$ cat src/rtl/core/md5bc_pkg.sv
package md5bc_pkg;

   localparam int WORD_W  = 32;
   localparam int INDEX_W = 4;
   localparam int ROUND_W = 6;
   localparam int STEP_W  = 3;
   localparam int JUMP_W  = 2;
   localparam int ROT_W   = 5;

   localparam logic [INDEX_W-1:0] LAST_WORD = 4'd15;
   localparam logic [ROUND_W-1:0] LAST_ROUND = 6'd63;

   // request kinds
   localparam logic REQ_CHAIN = 1'b0;
   localparam logic REQ_MSG   = 1'b1;

   // microprogram addresses
   localparam logic [STEP_W-1:0] STEP_IDLE  = 3'd0;
   localparam logic [STEP_W-1:0] STEP_INIT  = 3'd1;
   localparam logic [STEP_W-1:0] STEP_READ  = 3'd2;
   localparam logic [STEP_W-1:0] STEP_ADDF  = 3'd3;
   localparam logic [STEP_W-1:0] STEP_ADDM  = 3'd4;
   localparam logic [STEP_W-1:0] STEP_ROT   = 3'd5;
   localparam logic [STEP_W-1:0] STEP_FIN   = 3'd6;

   // sequencer jump kinds
   localparam logic [JUMP_W-1:0] JUMP_NEXT    = 2'd0;
   localparam logic [JUMP_W-1:0] JUMP_GOTO    = 2'd1;
   localparam logic [JUMP_W-1:0] JUMP_IF_GO   = 2'd2;
   localparam logic [JUMP_W-1:0] JUMP_IF_MORE = 2'd3;

   typedef struct packed {
      logic              accept;
      logic              init;
      logic              rd;
      logic              add_f;
      logic              add_m;
      logic              rotate;
      logic              finish;
      logic [JUMP_W-1:0] jump;
      logic [STEP_W-1:0] target;
   } ctrl_word_type;

   localparam logic [WORD_W-1:0] ROUND_CONST [64] = '{
      32'hd76aa478, 32'he8c7b756, 32'h242070db, 32'hc1bdceee,
      32'hf57c0faf, 32'h4787c62a, 32'ha8304613, 32'hfd469501,
      32'h698098d8, 32'h8b44f7af, 32'hffff5bb1, 32'h895cd7be,
      32'h6b901122, 32'hfd987193, 32'ha679438e, 32'h49b40821,
      32'hf61e2562, 32'hc040b340, 32'h265e5a51, 32'he9b6c7aa,
      32'hd62f105d, 32'h02441453, 32'hd8a1e681, 32'he7d3fbc8,
      32'h21e1cde6, 32'hc33707d6, 32'hf4d50d87, 32'h455a14ed,
      32'ha9e3e905, 32'hfcefa3f8, 32'h676f02d9, 32'h8d2a4c8a,
      32'hfffa3942, 32'h8771f681, 32'h6d9d6122, 32'hfde5380c,
      32'ha4beea44, 32'h4bdecfa9, 32'hf6bb4b60, 32'hbebfbc70,
      32'h289b7ec6, 32'heaa127fa, 32'hd4ef3085, 32'h04881d05,
      32'hd9d4d039, 32'he6db99e5, 32'h1fa27cf8, 32'hc4ac5665,
      32'hf4292244, 32'h432aff97, 32'hab9423a7, 32'hfc93a039,
      32'h655b59c3, 32'h8f0ccc92, 32'hffeff47d, 32'h85845dd1,
      32'h6fa87e4f, 32'hfe2ce6e0, 32'ha3014314, 32'h4e0811a1,
      32'hf7537e82, 32'hbd3af235, 32'h2ad7d2bb, 32'heb86d391
   };

   localparam logic [ROT_W-1:0] ROT_AMOUNT [16] = '{
      5'd7, 5'd12, 5'd17, 5'd22, 5'd5, 5'd9, 5'd14, 5'd20,
      5'd4, 5'd11, 5'd16, 5'd23, 5'd6, 5'd10, 5'd15, 5'd21
   };

   // message word used by a round
   function automatic logic [INDEX_W-1:0] msg_index(input logic [ROUND_W-1:0] rnd);
      logic [INDEX_W-1:0] lo;
      logic [INDEX_W-1:0] idx;
      lo = rnd[INDEX_W-1:0];
      case (rnd[ROUND_W-1:INDEX_W])
         2'd0: idx = lo;
         2'd1: idx = INDEX_W'(5 * int'(lo) + 1);
         2'd2: idx = INDEX_W'(3 * int'(lo) + 5);
         default: idx = INDEX_W'(7 * int'(lo));
      endcase
      return idx;
   endfunction

endpackage

$ cat src/rtl/core/md5_block_compress.sv
// Channel   Direction  Handshake                 Payload
// request   in         start & !busy             req_type, req_word_index, req_word_value
// response  out        rsp_valid (one cycle)     rsp_chain_a .. rsp_chain_d
//
// A chaining or message word write leaves busy low.
// A write of message word 15 starts a compression: busy is high for one load step,
// 64 rounds of four steps each, and one final add step.
// Each round is four steps set by the microprogram: memory read plus
// constant add, function add, message add, then rotate-add and register shift.
// The result strobes rsp_valid for one cycle just as busy falls; the receiver
// cannot stall, and a new transaction may be accepted in that same cycle.
// Reset is synchronous and active high; it zeroes the chaining words and
// returns the sequencer to idle. Message words are undefined until written.
module md5_block_compress (
   input  logic                           clock,
   input  logic                           reset,
   input  logic                           start,
   output logic                           busy,
   input  logic                           req_type,
   input  logic [md5bc_pkg::INDEX_W-1:0]  req_word_index,
   input  logic [md5bc_pkg::WORD_W-1:0]   req_word_value,
   output logic                           rsp_valid,
   output logic [md5bc_pkg::WORD_W-1:0]   rsp_chain_a,
   output logic [md5bc_pkg::WORD_W-1:0]   rsp_chain_b,
   output logic [md5bc_pkg::WORD_W-1:0]   rsp_chain_c,
   output logic [md5bc_pkg::WORD_W-1:0]   rsp_chain_d
);
   import md5bc_pkg::*;

   ctrl_word_type ctrl;
   logic          last_round;

   // sequencer: step counter and control store
   md5bc_seq u_seq (
      .clock      (clock),
      .reset      (reset),
      .start      (start),
      .req_type   (req_type),
      .word_index (req_word_index),
      .last_round (last_round),
      .ctrl       (ctrl),
      .busy       (busy)
   );

   // datapath: word stores, round registers and adders
   md5bc_datapath u_datapath (
      .clock      (clock),
      .reset      (reset),
      .ctrl       (ctrl),
      .start      (start),
      .req_type   (req_type),
      .word_index (req_word_index),
      .word_value (req_word_value),
      .last_round (last_round),
      .rsp_valid  (rsp_valid),
      .chain_a    (rsp_chain_a),
      .chain_b    (rsp_chain_b),
      .chain_c    (rsp_chain_c),
      .chain_d    (rsp_chain_d)
   );

   // a compressing transaction must raise busy on the next cycle
   a_go_busy: assert property (@(posedge clock) disable iff (reset)
      (start && !busy && (req_type == REQ_MSG) && (req_word_index == LAST_WORD)) |=> busy)
      else $error("busy did not rise after last message word");

   // results appear only as the sequencer returns to idle
   a_rsp_idle: assert property (@(posedge clock) disable iff (reset)
      rsp_valid |-> !busy)
      else $error("result strobe while busy");

   // each result strobe lasts one cycle
   a_rsp_pulse: assert property (@(posedge clock) disable iff (reset)
      rsp_valid |=> !rsp_valid)
      else $error("result strobe held longer than one cycle");

   // a result follows a busy period
   a_rsp_after_busy: assert property (@(posedge clock) disable iff (reset)
      $rose(rsp_valid) |-> $past(busy))
      else $error("result without a compression");

endmodule

$ cat src/rtl/core/md5bc_seq.sv
module md5bc_seq (
   input  logic                           clock,
   input  logic                           reset,
   input  logic                           start,
   input  logic                           req_type,
   input  logic [md5bc_pkg::INDEX_W-1:0]  word_index,
   input  logic                           last_round,
   output md5bc_pkg::ctrl_word_type       ctrl,
   output logic                           busy
);
   import md5bc_pkg::*;

   logic [STEP_W-1:0] pc_ff;
   logic [STEP_W-1:0] pc_in;
   logic              go;

   // control store: one word per step
   function automatic ctrl_word_type rom_word(input logic [STEP_W-1:0] addr);
      ctrl_word_type w;
      w = '0;
      case (addr)
         STEP_IDLE: begin
            w.accept = 1'b1;
            w.jump   = JUMP_IF_GO;
            w.target = STEP_INIT;
         end
         STEP_INIT: begin
            w.init = 1'b1;
            w.jump = JUMP_NEXT;
         end
         STEP_READ: begin
            w.rd   = 1'b1;
            w.jump = JUMP_NEXT;
         end
         STEP_ADDF: begin
            w.add_f = 1'b1;
            w.jump  = JUMP_NEXT;
         end
         STEP_ADDM: begin
            w.add_m = 1'b1;
            w.jump  = JUMP_NEXT;
         end
         STEP_ROT: begin
            w.rotate = 1'b1;
            w.jump   = JUMP_IF_MORE;
            w.target = STEP_READ;
         end
         STEP_FIN: begin
            w.finish = 1'b1;
            w.jump   = JUMP_GOTO;
            w.target = STEP_IDLE;
         end
         default: begin
            w.jump   = JUMP_GOTO;
            w.target = STEP_IDLE;
         end
      endcase
      return w;
   endfunction

   assign ctrl = rom_word(pc_ff);
   assign busy = ~ctrl.accept;
   assign go   = ctrl.accept & start & (req_type == REQ_MSG) & (word_index == LAST_WORD);

   always_comb begin
      case (ctrl.jump)
         JUMP_NEXT:    pc_in = pc_ff + 1'b1;
         JUMP_GOTO:    pc_in = ctrl.target;
         JUMP_IF_GO:   pc_in = go ? ctrl.target : pc_ff;
         JUMP_IF_MORE: pc_in = last_round ? pc_ff + 1'b1 : ctrl.target;
         default:      pc_in = STEP_IDLE;
      endcase
   end

   always_ff @(posedge clock) begin
      if (reset) begin
         pc_ff <= STEP_IDLE;
      end else begin
         pc_ff <= pc_in;
      end
   end

endmodule

$ cat src/rtl/core/md5bc_datapath.sv
module md5bc_datapath (
   input  logic                           clock,
   input  logic                           reset,
   input  md5bc_pkg::ctrl_word_type       ctrl,
   input  logic                           start,
   input  logic                           req_type,
   input  logic [md5bc_pkg::INDEX_W-1:0]  word_index,
   input  logic [md5bc_pkg::WORD_W-1:0]   word_value,
   output logic                           last_round,
   output logic                           rsp_valid,
   output logic [md5bc_pkg::WORD_W-1:0]   chain_a,
   output logic [md5bc_pkg::WORD_W-1:0]   chain_b,
   output logic [md5bc_pkg::WORD_W-1:0]   chain_c,
   output logic [md5bc_pkg::WORD_W-1:0]   chain_d
);
   import md5bc_pkg::*;

   logic [WORD_W-1:0]  msg_mem [16];
   logic [WORD_W-1:0]  mem_q_ff;

   logic [WORD_W-1:0]  chain_ff [4];
   logic [WORD_W-1:0]  chain_in [4];
   logic               valid_ff;
   logic               valid_in;

   logic [WORD_W-1:0]  a_ff, b_ff, c_ff, d_ff;
   logic [WORD_W-1:0]  a_in, b_in, c_in, d_in;
   logic [WORD_W-1:0]  ak_ff, ak_in;
   logic [WORD_W-1:0]  sum_ff, sum_in;
   logic [ROUND_W-1:0] round_ff, round_in;

   logic               wr_en;
   logic [WORD_W-1:0]  f_val;
   logic [ROT_W-1:0]   rot_amt;
   logic [2*WORD_W-1:0] rot_wide;
   logic [WORD_W-1:0]  rotated;

   assign wr_en      = ctrl.accept & start;
   assign last_round = (round_ff == LAST_ROUND);

   always_comb begin
      case (round_ff[ROUND_W-1:INDEX_W])
         2'd0:    f_val = (b_ff & (c_ff ^ d_ff)) ^ d_ff;
         2'd1:    f_val = (d_ff & (b_ff ^ c_ff)) ^ c_ff;
         2'd2:    f_val = b_ff ^ c_ff ^ d_ff;
         default: f_val = c_ff ^ (b_ff | ~d_ff);
      endcase
   end

   assign rot_amt  = ROT_AMOUNT[{round_ff[ROUND_W-1:INDEX_W], round_ff[1:0]}];
   assign rot_wide = {sum_ff, sum_ff} << rot_amt;
   assign rotated  = rot_wide[2*WORD_W-1:WORD_W];

   always_comb begin
      a_in     = a_ff;
      b_in     = b_ff;
      c_in     = c_ff;
      d_in     = d_ff;
      ak_in    = ak_ff;
      sum_in   = sum_ff;
      round_in = round_ff;
      chain_in = chain_ff;
      valid_in = ctrl.finish;

      if (wr_en && (req_type == REQ_CHAIN) && (word_index[INDEX_W-1:2] == 2'd0)) begin
         chain_in[word_index[1:0]] = word_value;
      end
      if (ctrl.init) begin
         a_in     = chain_ff[0];
         b_in     = chain_ff[1];
         c_in     = chain_ff[2];
         d_in     = chain_ff[3];
         round_in = '0;
      end
      if (ctrl.rd) begin
         ak_in = a_ff + ROUND_CONST[round_ff];
      end
      if (ctrl.add_f) begin
         sum_in = ak_ff + f_val;
      end
      if (ctrl.add_m) begin
         sum_in = sum_ff + mem_q_ff;
      end
      if (ctrl.rotate) begin
         a_in     = d_ff;
         b_in     = b_ff + rotated;
         c_in     = b_ff;
         d_in     = c_ff;
         round_in = round_ff + 1'b1;
      end
      if (ctrl.finish) begin
         chain_in[0] = chain_ff[0] + a_ff;
         chain_in[1] = chain_ff[1] + b_ff;
         chain_in[2] = chain_ff[2] + c_ff;
         chain_in[3] = chain_ff[3] + d_ff;
      end
   end

   // message store, one write and one registered read port
   always_ff @(posedge clock) begin
      if (wr_en && (req_type == REQ_MSG)) begin
         msg_mem[word_index] <= word_value;
      end
      if (ctrl.rd) begin
         mem_q_ff <= msg_mem[msg_index(round_ff)];
      end
   end

   always_ff @(posedge clock) begin
      if (reset) begin
         valid_ff <= 1'b0;
         for (int k = 0; k < 4; k++) begin
            chain_ff[k] <= '0;
         end
      end else begin
         valid_ff <= valid_in;
         chain_ff <= chain_in;
      end
   end

   always_ff @(posedge clock) begin
      a_ff     <= a_in;
      b_ff     <= b_in;
      c_ff     <= c_in;
      d_ff     <= d_in;
      ak_ff    <= ak_in;
      sum_ff   <= sum_in;
      round_ff <= round_in;
   end

   assign rsp_valid = valid_ff;
   assign chain_a   = chain_ff[0];
   assign chain_b   = chain_ff[1];
   assign chain_c   = chain_ff[2];
   assign chain_d   = chain_ff[3];

endmodule

$ cat config.mk
export PLATFORM = sky130hd
export DESIGN_NAME = md5_block_compress
export DESIGN_NICKNAME = d
export VERILOG_FILES = /design/src/rtl/core/md5bc_pkg.sv /design/src/rtl/core/md5_block_compress.sv /design/src/rtl/core/md5bc_seq.sv /design/src/rtl/core/md5bc_datapath.sv
export SDC_FILE = /design/constraint.sdc
export NUM_CORES = 2
export LEC_CHECK = 0
export BUFFER_PORTS_ARGS = -buffer_cell sky130_fd_sc_hd__buf_2
export CORE_MARGIN = 2
export CORE_UTILIZATION = 54
export CTS_CLUSTER_DIAMETER = 80
export DETAILED_ROUTE_END_ITERATION = 8
export HOLD_SLACK_MARGIN = 0.15
export PLACE_DENSITY = 0.78
export RECOVER_POWER = 25
export SLEW_MARGIN = 20
export SYNTH_ARGS = -nofsm -noshare
export SYNTH_HDL_FRONTEND = slang
export SYNTH_SLANG_ARGS = --single-unit
$ cat constraint.sdc
create_clock -name clock -period 6.8 [get_ports clock]
set_clock_uncertainty 0.05 [all_clocks]
set_input_delay 0.34 -clock clock [delete_from_list [all_inputs] [get_ports clock]]
set_output_delay 0.34 -clock clock [all_outputs]
set_load 0.01 [all_outputs]
==> metrics.md <==
| Metric | Value |
|---|---|
| # DRC | 0 |
| R2r setup slk | around 0.56 ns |
| CTS Buf Count | 93 |
| Kind of critical path | reg2reg |
| HPWL after DPL | 121000 um |
| Pleak | 22.7 nW |
| Die Span X | 318 um |
| Post-synthesis mux area share | between 10% and 20% |
| Synth Area in XOR/XNOR | 3.63% |
| Pre-antenna DRT Iters | 7 |
| Clock Latency Late Sink | 0.73 ns |
| CP max FO | between 40 and 50 |
| H-tree depth | 3 |
| Max_cap viols | 16 |
| Synth Area in Adders | 7.55% |
| Area share of the largest cell type after synthesis | 41.8% |
| Sequential fraction of the synthesis area | 46.7% |
| Element type at the critical path start | flop |
| Compound-Gate Fraction of Synth Area | 17.1% |
| Root Driver | clkbuf_16 |
| Core Util, Final | roughly three fifths |
| Vias in the first global route | 40200 |
| CP required | 7.20 ns |
| Mean Syn Cell Area | 11.1 sq um |
| Slew margin rel. | -33.5% |
| Synth Net Count | about 5100 |
| Count leader, synth | edfxtp_1 |
| Placeable core area | approximately 98000 sq um |
| Outcome | complete, but fails checks |
| Minimum clock period | ~6.2 ns |
| Largest net degree at the start of global routing | between 200 and 250 |
| Post-synth ARST share | 0% |
| Synthesis-to-layout area growth | 10.8% |
| Routability cong. | between 1 and 1.5 |
| Detailed-route wire length per cell | 28.5 um |
| GR Util All Layers | 34.5% |
| Largest family of logic cells by synthesized area | compound AO/OA/AOI/OAI gates |
| Post-route clock period utilization | 91.7% |
| DIE AREA | around 100000 sq um |
| Share of layout cells above drive strength 1 | 14.0% |
| I/O Buffers | 169 |
| Post-Syn Area | 53300 sq um |
| Pwr Density | around 200 nW/um^2 |
| Total gr overflow | 0 |
| IO Pins | 170 |
| Postcts setup bufs | 0 |
| Class of the worst hold path | in2reg |
| Max Fclk | ~160 MHz |
| Initial antenna violation count | 11 |
| Gate Count Post-Synth | 4805 |
| Endpoint class of the critical path | flop |
| Worst setup endpoint | u_datapath.b_ff[30] |
| Leading area contributor after synthesis | edfxtp_1 |
| Synth Area in Simple Gates | under 10% |
| Synth cell count leaders | edfxtp_1 (742), nand2_1 (380), a21oi_1 (347) |
| #FFs+latches synth | 874 |
| R2R cell count | 20 |
| Clk sinks | between 800 and 900 |
| Synth area leaders | edfxtp_1 (42%), ha_1 (6.6%), mux4_2 (6.0%), dfxtp_1 (5.0%), mux2i_1 (4.1%) |
| Die Y | around 320 um |
| CTS tree | built |
| Pins over their slew limit | 337 |
| Final hold violation count | 0 |
| Synth Warn # | 0 |
| Final nets | 5254 |
| Setup TNS Final | 0 ns |
| Worst reg2reg endpoint | u_datapath.b_ff[30] |
| Via count | roughly 43000 |
| Clock buffer depth | 3 |
| Crit path launch | u_datapath.round_ff[1] |
| Reg2reg start | u_datapath.round_ff[1] |
| RSZ-0062 raised after global routing | false |
| Post-synth EDFFs | 742 |
| First-pass GRT wire length | 262000 um |
| Initial DRC Count | 6047 |
| Vias per cell | 6.86 |
| Maximum vdd drop | 199 uV |
| Row cnt | 115 |
| Antenna-violating nets left | 0 |
| Main synth FF type | edfxtp_1 |
| Final setup viols | 0 |
| Initial Utilization | 54.3% |
| Detailed Route WL | 180000 um |
| Clock-pin slew on the worst setup and hold paths | 0.06 ns |
| Critical Path AT | 6.64 ns |
| Failing checks | capacitance limit, slew limit |
| Slew @ Worst Pin | approximately 2.0 ns |
| Netlist cell types | 93 |
## worst min-delay path by stage
stage	start	to	depth (start not counted)	slack, ns
final	req_word_index[3]	u_datapath.msg_mem[9][4]	3	0.33
after global routing	req_word_index[3]	u_datapath.msg_mem[9][4]	3	0.35
after CTS	req_word_value[25]	u_datapath.msg_mem[6][25]	1	0.15
after detailed placement	u_datapath.chain_c[0]	u_datapath.chain_c[0]	2	0.48
after global placement	u_datapath.chain_a[5]	u_datapath.chain_a[5]	2	0.46
after floorplan	req_word_value[0]	u_datapath.msg_mem[0][0]	0	0.39
## layer usage
layer	wire length [um]	vias to the layer above	track usage, %
li1	-	18800	-
met1	67900	21000	46.6
met2	78500	2818	52.3
met3	21900	529	7.70
met4	11100	14	18.0
met5	80	-	0
## flip-flops by register name, indices dropped and copies added, names as in the netlist
signal                count
u_datapath.a_ff          32
u_datapath.ak_ff         32
u_datapath.b_ff          32
u_datapath.c_ff          32
u_datapath.chain_a       32
u_datapath.chain_b       32
u_datapath.chain_c       32
u_datapath.chain_d       32
u_datapath.d_ff          32
u_datapath.mem_q_ff      32
u_datapath.msg_mem      512
u_datapath.round_ff       6
u_datapath.rsp_valid      1
u_datapath.sum_ff        32
u_seq.pc_ff               3
## repair_timing
item                       CTS  global route
hold buffers                22             0
setup endpoints to repair    0             1
hold endpoints to repair   312             0
resized for setup            0             1
## cells in the final DEF (no fill, tap or decap), types with 111 or more instances in the layout
master / Yosys / layout
a211oi_1: 140 / 140
a21o_1: 117 / 117
a21oi_1: 347 / 347
a31oi_1: 111 / 111
buf_2: 29 / 140
dfxtp_1: 132 / 132
edfxtp_1: 742 / 742
ha_1: 281 / 280
inv_1: 120 / 120
mux2i_1: 219 / 218
mux4_2: 142 / 141
nand2_1: 380 / 378
nor2_1: 314 / 301
o21ai_0: 270 / 269
xnor2_1: 123 / 120
## critical path: stages, from the launching register on
cell       delay [ns]
edfxtp_1         0.53
clkinv_1         0.15
ha_1             0.48
inv_4            0.13
mux4_2           0.63
buf_4            0.37
mux2i_1          0.21
mux4_1           0.62
nand2_1          0.10
o21ai_1          0.09
mux2i_1          0.37
ha_1             0.33
a21oi_1          0.18
o21ai_0          0.13
a22oi_1          0.24
o2111ai_1        0.18
a31oi_1          0.40
o31ai_2          0.16
a41oi_1          0.29
nor4b_1          0.09
a211o_1          0.26
## through the flow
stage	instance area, sq um	worst slack, ns	hold slack [ns]	power, mW	cells
after global placement	55700	0.625	0.460	6.56	6093
after global routing	59100	0.0901	0.351	12.0	6288
final	59100	0.561	0.331	11.8	6292
after CTS	59100	0.508	0.151	11.8	6287
after floorplan	53300	0.891	0.389	6.31	4805
after detailed placement	55700	0.519	0.478	6.57	6093
## cell type report
cell class	count	area [sq um]
antenna	5	12.5
tap	1287	1610
inverter	125	472
clock buffer	123	2550
fill	7836	39100
sequential	874	24900
timing repair buffer	279	1780
clock inverter	49	607
multi-input combinational	3550	27100
## kinds of logic after synthesis
logic type	count (synthesis)
fa+ha+maj	322
xor+xnor	220
compound gates	1404
mux	455
flops	874
buf+inv	381
simple gates	1149
## power by group
part	switching, mW	internal [mW]	total [mW]
registers	0.0297	5.83	5.86
logic	0.420	0.206	0.627
clock network	2.28	3.02	5.30
Note: power is estimated with default switching activity, not from simulation.
